<file path="src/sv/tsc_pkg.sv">
// ----------------------------------------------------------------------------
// tsc_pkg: shared types and constants for the Taylor sine/cosine block
// Widths, fixed-point constants, controller states and command/status structs.
// ----------------------------------------------------------------------------
`default_nettype none

package tsc_pkg;

  // Payload widths
  localparam int unsigned ANGLE_W = 16;
  localparam int unsigned TERM_W  = 3;
  localparam int unsigned RES_W   = 48;

  localparam logic [TERM_W-1:0] MAX_TERM_INDEX = 3'd5;

  // Fixed-point arithmetic
  localparam int unsigned FRAC_BITS = 32;
  localparam int unsigned RAD_NUM   = 157;   // 2 * 3.14 / 360 = 157 / 9000
  localparam int unsigned RAD_DEN   = 9000;
  localparam int unsigned FULL_TURN = 360;

  // Angle reduction: compare and subtract 360 * 2^j, j from MOD_HI_TOP down to 0.
  // 360 * 2^7 exceeds the largest magnitude, 32768.
  localparam int MOD_HI_TOP = 6;             // upper steps, in ST_MOD_HI: j = 6 .. 3
  localparam int MOD_LO_TOP = 2;             // lower steps, in ST_MOD_LO: j = 2 .. 0

  localparam int unsigned MAG_W  = 40;       // term magnitude, Q.32, below 2^39
  localparam int unsigned AC_W   = 16;       // reduced degrees * 157
  localparam int unsigned MODR_W = 9;        // remainder mod 360
  localparam int unsigned NUM_W  = MAG_W + AC_W;
  localparam int unsigned DEN_W  = 17;       // 9000 * k for k up to 11
  localparam int unsigned K_W    = TERM_W + 1;

  // Shared divider: radix 2, several steps per clock
  localparam int unsigned DIV_STEPS = 4;
  localparam int unsigned DIV_ITERS = NUM_W / DIV_STEPS;
  localparam int unsigned DIV_CNT_W = $clog2(DIV_ITERS);

  typedef logic signed [ANGLE_W-1:0] angle_t;
  typedef logic        [TERM_W-1:0]  term_t;
  typedef logic signed [RES_W-1:0]   res_t;

  typedef enum logic [2:0] {
    ST_IDLE,
    ST_MOD_HI,
    ST_MOD_LO,
    ST_MUL,
    ST_DIV_START,
    ST_DIV_WAIT,
    ST_DONE
  } tsc_state_e;

  typedef struct packed {
    logic load;         // capture a new item, set up the k = 0 term
    logic div_start;    // launch the shared divider
    logic mod_hi;       // upper reduction steps on the angle magnitude
    logic mod_lo;       // lower reduction steps, form reduced angle factor
    logic mul;          // magnitude times reduced angle factor
    logic term_done;    // take the new magnitude, add the term to its sum
    logic out_load;     // move finished sums into the output register
  } tsc_cmd_t;

  typedef struct packed {
    logic div_done;
    logic last_term;
  } tsc_sts_t;

  // Divisor of term k: 9000 * k
  function automatic logic [DEN_W-1:0] den_of(input logic [K_W-1:0] k);
    logic [DEN_W-1:0] kx;
    kx = {{(DEN_W-K_W){1'b0}}, k};
    return kx * DEN_W'(RAD_DEN);
  endfunction

endpackage

`default_nettype wire

</file>
<file path="src/sv/tsc_if.sv">
// ----------------------------------------------------------------------------
// tsc_if: valid/ready channels of the Taylor sine/cosine block
// Input channel carries angle and term index, output channel both sums.
// ----------------------------------------------------------------------------
`default_nettype none

interface tsc_in_if;
  import tsc_pkg::*;
  logic   valid;
  logic   ready;
  angle_t angle_degrees;
  term_t  term_index;

  modport source (output valid, output angle_degrees, output term_index, input ready);
  modport sink   (input valid, input angle_degrees, input term_index, output ready);
endinterface

interface tsc_out_if;
  import tsc_pkg::*;
  logic valid;
  logic ready;
  res_t sine_value;
  res_t cosine_value;

  modport source (output valid, output sine_value, output cosine_value, input ready);
  modport sink   (input valid, input sine_value, input cosine_value, output ready);
endinterface

`default_nettype wire

</file>
<file path="src/sv/tsc_div.sv">
// ----------------------------------------------------------------------------
// tsc_div: multi-cycle unsigned restoring divider
// Retires DIV_STEPS quotient bits per clock; done pulses once when finished.
// ----------------------------------------------------------------------------
`default_nettype none

module tsc_div (
  input  logic                              clk_i,
  input  logic                              rst_ni,
  input  logic                              start_i,
  input  logic [tsc_pkg::NUM_W-1:0]         dividend_i,
  input  logic [tsc_pkg::DEN_W-1:0]         divisor_i,
  output logic                              done_o,
  output logic [tsc_pkg::NUM_W-1:0]         quo_o
);
  import tsc_pkg::*;

  logic                 busy_q, done_q;
  logic [DIV_CNT_W-1:0] cnt_q;
  logic [DEN_W-1:0]     rem_q, div_q, rem_c;
  logic [NUM_W-1:0]     quo_q, quo_c;

  always_comb begin
    logic [DEN_W:0] t;
    rem_c = rem_q;
    quo_c = quo_q;
    for (int i = 0; i < DIV_STEPS; i++) begin
      t     = {rem_c, quo_c[NUM_W-1]};
      quo_c = {quo_c[NUM_W-2:0], 1'b0};
      // partial remainder stays below the divisor, so one subtract suffices
      if (t >= {1'b0, div_q}) begin
        t        = t - {1'b0, div_q};
        quo_c[0] = 1'b1;
      end
      rem_c = t[DEN_W-1:0];
    end
  end

  always_ff @(posedge clk_i or negedge rst_ni) begin
    if (!rst_ni) begin
      busy_q <= 1'b0;
      done_q <= 1'b0;
    end else begin
      done_q <= 1'b0;
      if (start_i) begin
        busy_q <= 1'b1;
      end else if (busy_q && (cnt_q == DIV_CNT_W'(DIV_ITERS - 1))) begin
        busy_q <= 1'b0;
        done_q <= 1'b1;
      end
    end
  end

  always_ff @(posedge clk_i) begin
    if (start_i) begin
      rem_q <= '0;
      quo_q <= dividend_i;
      div_q <= divisor_i;
      cnt_q <= '0;
    end else if (busy_q) begin
      rem_q <= rem_c;
      quo_q <= quo_c;
      cnt_q <= cnt_q + 1'b1;
    end
  end

  assign done_o = done_q;
  assign quo_o  = quo_q;

endmodule

`default_nettype wire

</file>
<file path="src/sv/tsc_datapath.sv">
// ----------------------------------------------------------------------------
// tsc_datapath: term recurrence, sums and output register
// One multiplier and the shared divider build each term from the previous.
// ----------------------------------------------------------------------------
`default_nettype none

module tsc_datapath (
  input  logic              clk_i,
  input  logic              rst_ni,
  input  tsc_pkg::tsc_cmd_t cmd_i,
  input  tsc_pkg::angle_t   angle_i,
  input  tsc_pkg::term_t    term_i,
  output tsc_pkg::tsc_sts_t sts_o,
  output tsc_pkg::res_t     sine_o,
  output tsc_pkg::res_t     cosine_o
);
  import tsc_pkg::*;

  logic                neg_q;
  logic [ANGLE_W-1:0]  deg_q, deg_in;
  logic [TERM_W-1:0]   n_q;
  logic [K_W-1:0]      k_q;
  logic [AC_W-1:0]     ac_q;
  logic [MAG_W-1:0]    mag_q;
  logic [NUM_W-1:0]    prod_q;
  logic [RES_W-1:0]    sin_acc_q, cos_acc_q, sine_q, cosine_q;

  logic                div_done;
  logic [NUM_W-1:0]    div_quo, div_dividend;
  logic [DEN_W-1:0]    div_divisor, den_k;
  logic [ANGLE_W-1:0]  mod_hi_c, mod_lo_c;
  logic                term_neg;
  logic [RES_W-1:0]    term_mag, term_val;

  // magnitude of the angle; the most negative code maps to 32768
  assign deg_in = angle_i[ANGLE_W-1] ? (~angle_i + 1'b1) : angle_i;

  // reduction mod 360 by compare and subtract, split over ST_MOD_HI and ST_MOD_LO
  always_comb begin
    mod_hi_c = deg_q;
    for (int j = MOD_HI_TOP; j > MOD_LO_TOP; j--) begin
      if (mod_hi_c >= ANGLE_W'(FULL_TURN << j)) begin
        mod_hi_c = mod_hi_c - ANGLE_W'(FULL_TURN << j);
      end
    end
    mod_lo_c = deg_q;
    for (int j = MOD_LO_TOP; j >= 0; j--) begin
      if (mod_lo_c >= ANGLE_W'(FULL_TURN << j)) begin
        mod_lo_c = mod_lo_c - ANGLE_W'(FULL_TURN << j);
      end
    end
  end

  assign den_k        = den_of(k_q);
  assign div_dividend = prod_q + NUM_W'(den_k >> 1);
  assign div_divisor  = den_k;

  tsc_div u_div (
    .clk_i      (clk_i),
    .rst_ni     (rst_ni),
    .start_i    (cmd_i.div_start),
    .dividend_i (div_dividend),
    .divisor_i  (div_divisor),
    .done_o     (div_done),
    .quo_o      (div_quo)
  );

  // sign of term k: (-1)^(k/2), flipped again for odd k of a negative angle
  assign term_neg = k_q[1] ^ (neg_q & k_q[0]);
  assign term_mag = {{(RES_W-MAG_W){1'b0}}, div_quo[MAG_W-1:0]};
  assign term_val = term_neg ? (~term_mag + 1'b1) : term_mag;

  always_ff @(posedge clk_i) begin
    if (cmd_i.load) begin
      neg_q     <= angle_i[ANGLE_W-1];
      deg_q     <= deg_in;
      n_q       <= (term_i > MAX_TERM_INDEX) ? MAX_TERM_INDEX : term_i;
      k_q       <= K_W'(1);
      mag_q     <= MAG_W'(1) << FRAC_BITS;
      sin_acc_q <= '0;
      cos_acc_q <= RES_W'(1) << FRAC_BITS;   // k = 0 term of cosine
    end
    if (cmd_i.mod_hi) begin
      deg_q <= mod_hi_c;
    end
    if (cmd_i.mod_lo) begin
      ac_q <= {{(AC_W-MODR_W){1'b0}}, mod_lo_c[MODR_W-1:0]} * AC_W'(RAD_NUM);
    end
    if (cmd_i.mul) begin
      prod_q <= {{AC_W{1'b0}}, mag_q} * {{MAG_W{1'b0}}, ac_q};
    end
    if (cmd_i.term_done) begin
      mag_q <= div_quo[MAG_W-1:0];
      k_q   <= k_q + 1'b1;
      if (k_q[0]) begin
        sin_acc_q <= sin_acc_q + term_val;
      end else begin
        cos_acc_q <= cos_acc_q + term_val;
      end
    end
    if (cmd_i.out_load) begin
      sine_q   <= sin_acc_q;
      cosine_q <= cos_acc_q;
    end
  end

  assign sts_o.div_done  = div_done;
  assign sts_o.last_term = (k_q == {n_q, 1'b1});

  assign sine_o   = $signed(sine_q);
  assign cosine_o = $signed(cosine_q);

endmodule

`default_nettype wire

</file>
<file path="src/sv/tsc_ctrl.sv">
// ----------------------------------------------------------------------------
// tsc_ctrl: sequencer of the Taylor sine/cosine block
// Steps angle reduction and each term, and owns both handshakes.
// ----------------------------------------------------------------------------
`default_nettype none

module tsc_ctrl (
  input  logic              clk_i,
  input  logic              rst_ni,
  input  logic              in_valid_i,
  output logic              in_ready_o,
  output logic              out_valid_o,
  input  logic              out_ready_i,
  input  tsc_pkg::tsc_sts_t sts_i,
  output tsc_pkg::tsc_cmd_t cmd_o
);
  import tsc_pkg::*;

  tsc_state_e state_q, state_d;
  logic       out_valid_q, out_valid_d;

  always_ff @(posedge clk_i or negedge rst_ni) begin
    if (!rst_ni) begin
      state_q     <= ST_IDLE;
      out_valid_q <= 1'b0;
    end else begin
      state_q     <= state_d;
      out_valid_q <= out_valid_d;
    end
  end

  always_comb begin
    state_d    = state_q;
    cmd_o      = '0;
    in_ready_o = 1'b0;
    unique case (state_q)
      ST_IDLE: begin
        in_ready_o = 1'b1;
        if (in_valid_i) begin
          cmd_o.load = 1'b1;
          state_d    = ST_MOD_HI;
        end
      end
      ST_MOD_HI: begin
        cmd_o.mod_hi = 1'b1;
        state_d      = ST_MOD_LO;
      end
      ST_MOD_LO: begin
        cmd_o.mod_lo = 1'b1;
        state_d      = ST_MUL;
      end
      ST_MUL: begin
        cmd_o.mul = 1'b1;
        state_d   = ST_DIV_START;
      end
      ST_DIV_START: begin
        cmd_o.div_start = 1'b1;
        state_d         = ST_DIV_WAIT;
      end
      ST_DIV_WAIT: begin
        if (sts_i.div_done) begin
          cmd_o.term_done = 1'b1;
          state_d         = sts_i.last_term ? ST_DONE : ST_MUL;
        end
      end
      ST_DONE: begin
        // wait until the output register is free or being emptied
        if (!out_valid_q || out_ready_i) begin
          cmd_o.out_load = 1'b1;
          state_d        = ST_IDLE;
        end
      end
      default: state_d = ST_IDLE;
    endcase
  end

  always_comb begin
    priority if (cmd_o.out_load) begin
      out_valid_d = 1'b1;
    end else if (out_ready_i) begin
      out_valid_d = 1'b0;
    end else begin
      out_valid_d = out_valid_q;
    end
  end

  assign out_valid_o = out_valid_q;

endmodule

`default_nettype wire

</file>
<file path="src/sv/taylor_sine_cosine.sv">
// Sequence per item: load, upper and lower angle reduction, then for each
//   term k = 1 .. 2n + 1 (n the saturated term index) a multiply and a
//   division on the shared divider (4 quotient bits per clock). The next item
//   is taken only once the finished sums move into the output register.
// A finished result waits in the output register while the next item runs.
// Reset (rst_ni low, asynchronous) idles the sequencer and drops output valid.
// ----------------------------------------------------------------------------
// taylor_sine_cosine: Taylor-series sine and cosine of an angle in degrees
// Angle reduced mod 360, sums of terms 0..2n+1 in signed Q15.32.
// ----------------------------------------------------------------------------
`default_nettype none

module taylor_sine_cosine (
  input  logic      clk_i,
  input  logic      rst_ni,
  tsc_in_if.sink    in_i,
  tsc_out_if.source out_o
);
  import tsc_pkg::*;

  tsc_cmd_t cmd;
  tsc_sts_t sts;

  tsc_ctrl u_ctrl (
    .clk_i       (clk_i),
    .rst_ni      (rst_ni),
    .in_valid_i  (in_i.valid),
    .in_ready_o  (in_i.ready),
    .out_valid_o (out_o.valid),
    .out_ready_i (out_o.ready),
    .sts_i       (sts),
    .cmd_o       (cmd)
  );

  tsc_datapath u_datapath (
    .clk_i    (clk_i),
    .rst_ni   (rst_ni),
    .cmd_i    (cmd),
    .angle_i  (in_i.angle_degrees),
    .term_i   (in_i.term_index),
    .sts_o    (sts),
    .sine_o   (out_o.sine_value),
    .cosine_o (out_o.cosine_value)
  );

  // a new result never overwrites one not yet transferred
  assert property (@(posedge clk_i) disable iff (!rst_ni)
    cmd.out_load |-> (!out_o.valid || out_o.ready))
    else $error("result loaded over a pending output");

  // one item at a time: no transfer in the cycle after an accepted item
  assert property (@(posedge clk_i) disable iff (!rst_ni)
    (in_i.valid && in_i.ready) |=> !in_i.ready)
    else $error("input accepted while busy");

  // divider takes several cycles; it cannot finish right after a launch
  assert property (@(posedge clk_i) disable iff (!rst_ni)
    cmd.div_start |=> !sts.div_done)
    else $error("divider finished too early");

endmodule

`default_nettype wire

</file>
<file path="src/flat_wrapper.sv">
// flat-port wrapper written by rule: the top's interface ports become plain ports
module taylor_sine_cosine_flat import tsc_pkg::*;
  (clk_i, rst_ni, in_i_valid, in_i_angle_degrees, in_i_term_index, in_i_ready, out_o_valid, out_o_sine_value, out_o_cosine_value, out_o_ready);
  tsc_in_if in_i_i ();
  tsc_out_if out_o_i ();
  input  logic clk_i;
  input  logic rst_ni;
  input wire logic [$bits(in_i_i.valid)-1:0] in_i_valid;
  input wire logic [$bits(in_i_i.angle_degrees)-1:0] in_i_angle_degrees;
  input wire logic [$bits(in_i_i.term_index)-1:0] in_i_term_index;
  output wire logic [$bits(in_i_i.ready)-1:0] in_i_ready;
  output wire logic [$bits(out_o_i.valid)-1:0] out_o_valid;
  output wire logic [$bits(out_o_i.sine_value)-1:0] out_o_sine_value;
  output wire logic [$bits(out_o_i.cosine_value)-1:0] out_o_cosine_value;
  input wire logic [$bits(out_o_i.ready)-1:0] out_o_ready;
  assign in_i_i.valid = in_i_valid;
  assign in_i_i.angle_degrees = in_i_angle_degrees;
  assign in_i_i.term_index = in_i_term_index;
  assign in_i_ready = in_i_i.ready;
  assign out_o_valid = out_o_i.valid;
  assign out_o_sine_value = out_o_i.sine_value;
  assign out_o_cosine_value = out_o_i.cosine_value;
  assign out_o_i.ready = out_o_ready;
  taylor_sine_cosine u_core (.clk_i(clk_i), .rst_ni(rst_ni), .in_i(in_i_i), .out_o(out_o_i));
endmodule
</file>
<file path="config.mk">
export PLATFORM = sky130hd
export DESIGN_NAME = taylor_sine_cosine_flat
export DESIGN_NICKNAME = d
export VERILOG_FILES = /design/src/sv/tsc_pkg.sv /design/src/sv/tsc_if.sv /design/src/sv/tsc_div.sv /design/src/sv/tsc_datapath.sv /design/src/sv/tsc_ctrl.sv /design/src/sv/taylor_sine_cosine.sv /design/src/flat_wrapper.sv
export SDC_FILE = /design/constraint.sdc
export NUM_CORES = 2
export LEC_CHECK = 0
export BUFFER_PORTS_ARGS = -buffer_cell sky130_fd_sc_hd__buf_2
export CAP_MARGIN = 25
export CORE_ASPECT_RATIO = 1.25
export CORE_UTILIZATION = 45
export CTS_BUF_LIST = sky130_fd_sc_hd__clkbuf_16
export CTS_CLUSTER_DIAMETER = 150
export DETAILED_ROUTE_END_ITERATION = 8
export GPL_TIMING_DRIVEN = 1
export PLACE_DENSITY = 0.6
export SYNTH_ARGS = -nofsm -noshare
export SYNTH_HDL_FRONTEND = slang
export SYNTH_SLANG_ARGS = --single-unit
export TNS_END_PERCENT = 30
</file>
<file path="constraint.sdc">
create_clock -name clk_i -period 10.3 [get_ports clk_i]
set_input_delay 0 -clock clk_i [delete_from_list [all_inputs] [get_ports clk_i]]
set_output_delay 0 -clock clk_i [all_outputs]
set_load 0.01 [all_outputs]
</file>
==> flow_summary.json <==
{
  "outcome": "finished, final reports clean",
  "nFillCells": 9682,
  "synth_area_um2": 46870,
  "clk_pin_slew_worst_paths_ns": 0.06,
  "tightest_slew_ns": 1.051,
  "antenna_found_initial": 2,
  "synth_ff_type": "edfxtp_1",
  "cap_violations": 0,
  "synth-seq-area-share": 0.2467,
  "die_area_um2": 105500,
  "grt_overflow_total": 0,
  "synth_edf_count": 302,
  "diodes": 0,
  "ctsHtreeMaxLevel": 2,
  "startpoint_type": "flip-flop",
  "antenna_left": 0,
  "final_core_util": 0.4931,
  "max_freq_mhz": 105.0,
  "postRouteWirelength_mm": 125.4,
  "boundaryPins": 121,
  "initialDrtViolationCount": 1850,
  "die_x_um": 290.7,
  "ys_seq_elements": 425,
  "netlist_instances": 5007,
  "chipHeight_um": 362.8,
  "ys_warn_count": 0,
  "multiInputGateArea_um2": 32120,
  "cts_inserted_buffers": 47,
  "worstPathMaxFanout": 15,
  "coreArea_um2": 103400,
  "crit_type": "flip-flop to flip-flop",
  "synth_nets": 5945,
  "clk_latency_ns": 0.65,
  "path_common_cell": "ha_1",
  "cpMaxStageDelayCell": "a221o_1",
  "routedWlPerCell_um": 19.41,
  "setup_viol": 0,
  "fin_crit_ns": 9.520,
  "ys_async_sr_fraction": 0.01412,
  "root_buffer": "clkbuf_16",
  "cts_tree": "built",
  "hold_path.class": "input pin to flip-flop",
  "syn_avg_cell_area_um2": 9.361,
  "io_buffers": 120,
  "drive_gt1_frac": 0.06680,
  "drc": 0,
  "post-dp-hpwl_mm": 99.69,
  "cts_max_path_buffers": 3,
  "grt_pass1_vias": 35790,
  "clock_sinks": 425,
  "max_stage_delay_ns": 0.42,
  "grt_max_degree": 95,
  "vias": 35290,
  "regArea_um2": 11560,
  "rrSetupSlack_ns": 0.78,
  "arrival_ns": 10.08,
  "skew_ns": 0.06729,
  "maxSlewHeadroom": 0.2995,
  "timing.final.crit_share": 0.9243,
  "detail_route.first_pass.iterations": 7,
  "finalHoldViolCount": 0,
  "critPathRequiredTime_ns": 10.86,
  "synth_cell_types": 97,
  "grt_pass1_wl_mm": 199.4,
  "via_per_inst": 5.463,
  "grt_util_all_layers": 0.2396,
  "finalWeightedCongestion": 0.9013,
  "rows": 132,
  "slew_viol_final": 0,
  "syn_to_final_growth_pct": 8.777,
  "nNetsFinal": 6019,
  "endpoint_kind": "flip-flop",
  "start_util": 0.4533
}
## what timing repair did
action                     4_1_cts  5_1_grt
resized for setup                3       17
setup endpoints to repair       15       15
pin swaps                        0        1
hold endpoints to repair        34        0
hold buffers                    34        0
buffers inserted                 0        0
## critical path, delay by kind of cell, from the launching register on
family | cells | cell delay [ns]
flops | 1 | 0.35
buf+inv | 4 | 0.56
fa+ha+maj | 4 | 1.23
simple gates | 13 | 1.93
compound gates | 25 | 4.84
mux | 2 | 0.54
## final timing paths
| check | to | depth (start not counted) | start |
|---|---|---|---|
| setup reg to reg | u_core.u_datapath.u_div.rem_q[3] | 48 | u_core.u_datapath.u_div.div_q[10] |
| setup / recovery | u_core.u_datapath.u_div.rem_q[3] | 48 | u_core.u_datapath.u_div.div_q[10] |
| hold / removal | u_core.u_datapath.n_q[2] | 2 | in_i_term_index[2] |
| min in group asynchronous | u_core.u_datapath.u_div.done_o | 3 | rst_ni |
| max in group asynchronous | u_core.u_ctrl.state_q[2] | 3 | rst_ni |
| hold reg to reg | u_core.u_datapath.cos_acc_q[47] | 1 | u_core.u_datapath.cos_acc_q[47] |
## cells by family after synthesis
family | share of synthesized area
compound gates | 0.1262
xor+xnor | 0.06353
fa+ha+maj | 0.3328
buf+inv | 0.07090
flops | 0.2467
mux | 0.01129
simple gates | 0.1485
## per-stage QoR
step	instance area, um^2	hold WS [ns]	setup TNS [ns]	std cells	setup WS [ns]
2_1_floorplan	46870	-0.2956	0	5007	0.06728
3_3_place_gp	48930	-0.1668	-4.146	6334	-0.3809
3_5_place_dp	48960	-0.1625	-4.349	6335	-0.3913
4_1_cts	50890	0.1342	0	6457	0.05865
5_1_grt	50980	0.1574	-0.001600	6460	-0.001600
6_report	50980	0.1684	0	6460	0.7802
## sequential cells by signal, summed over array words and instances, names as in the netlist, 3 cells and up
signal                         count
u_core.u_ctrl.state_q              3
u_core.u_datapath.ac_q            16
u_core.u_datapath.cos_acc_q       48
u_core.u_datapath.cosine_o        48
u_core.u_datapath.deg_q           16
u_core.u_datapath.k_q              4
u_core.u_datapath.mag_q           40
u_core.u_datapath.n_q              3
u_core.u_datapath.prod_q          56
u_core.u_datapath.sin_acc_q       48
u_core.u_datapath.sine_o          48
u_core.u_datapath.u_div.cnt_q      4
u_core.u_datapath.u_div.div_q     14
u_core.u_datapath.u_div.quo_o     56
u_core.u_datapath.u_div.rem_q     17
## cell usage after synthesis, drive strengths merged (27+ instances only)
cell / n / share of area
a21o: 113 / 0.018
a22o: 48 / 0.0090
and2: 231 / 0.031
o21a: 27 / 0.0043
xnor2: 226 / 0.042
nor2b: 40 / 0.0053
fa: 553 / 0.24
nand3: 54 / 0.0058
mux2i: 30 / 0.0065
ha: 362 / 0.097
xor2: 114 / 0.021
a21oi: 255 / 0.028
and3: 27 / 0.0036
nor3: 39 / 0.0044
o21ai: 252 / 0.027
nor2: 198 / 0.016
dfxtp: 117 / 0.050
clkbuf: 187 / 0.015
edfxtp: 302 / 0.19
nand4: 38 / 0.0051
nand2: 703 / 0.056
o21bai: 43 / 0.0069
nand2b: 55 / 0.0073
inv: 677 / 0.054
## cells in the final DEF (no fill, tap or decap), types with 117 or more instances in the layout
cell type,Yosys,routed
a21oi_1,252,248
nand2_1,703,702
dfxtp_1,117,117
and2_1,231,231
nor2_1,197,193
fa_1,553,553
buf_2,6,121
inv_1,677,681
xnor2_1,226,224
edfxtp_1,302,302
ha_1,362,362
o21ai_0,247,240
## layer usage
metal  track usage  part of all wire  up-vias
li1              -                 -    16680
met1        0.3070              0.43    17600
met2        0.4283              0.50      831
met3       0.02442             0.045      170
met4       0.06505             0.026        2
met5             0           0.00010        -
## layout make-up
type,instances,area share
inverters,678,0.04992
repair buffers,223,0.02928
flip-flops and latches,425,0.2268
multi-input cells,3706,0.6300
well taps,1340,0.03289
clock buffers,47,0.02307
clock inverters,41,0.008099
Power is left out: the tool's default activity adds up to more than one toggle a clock period on the data nets, which glitch-free logic cannot reach.
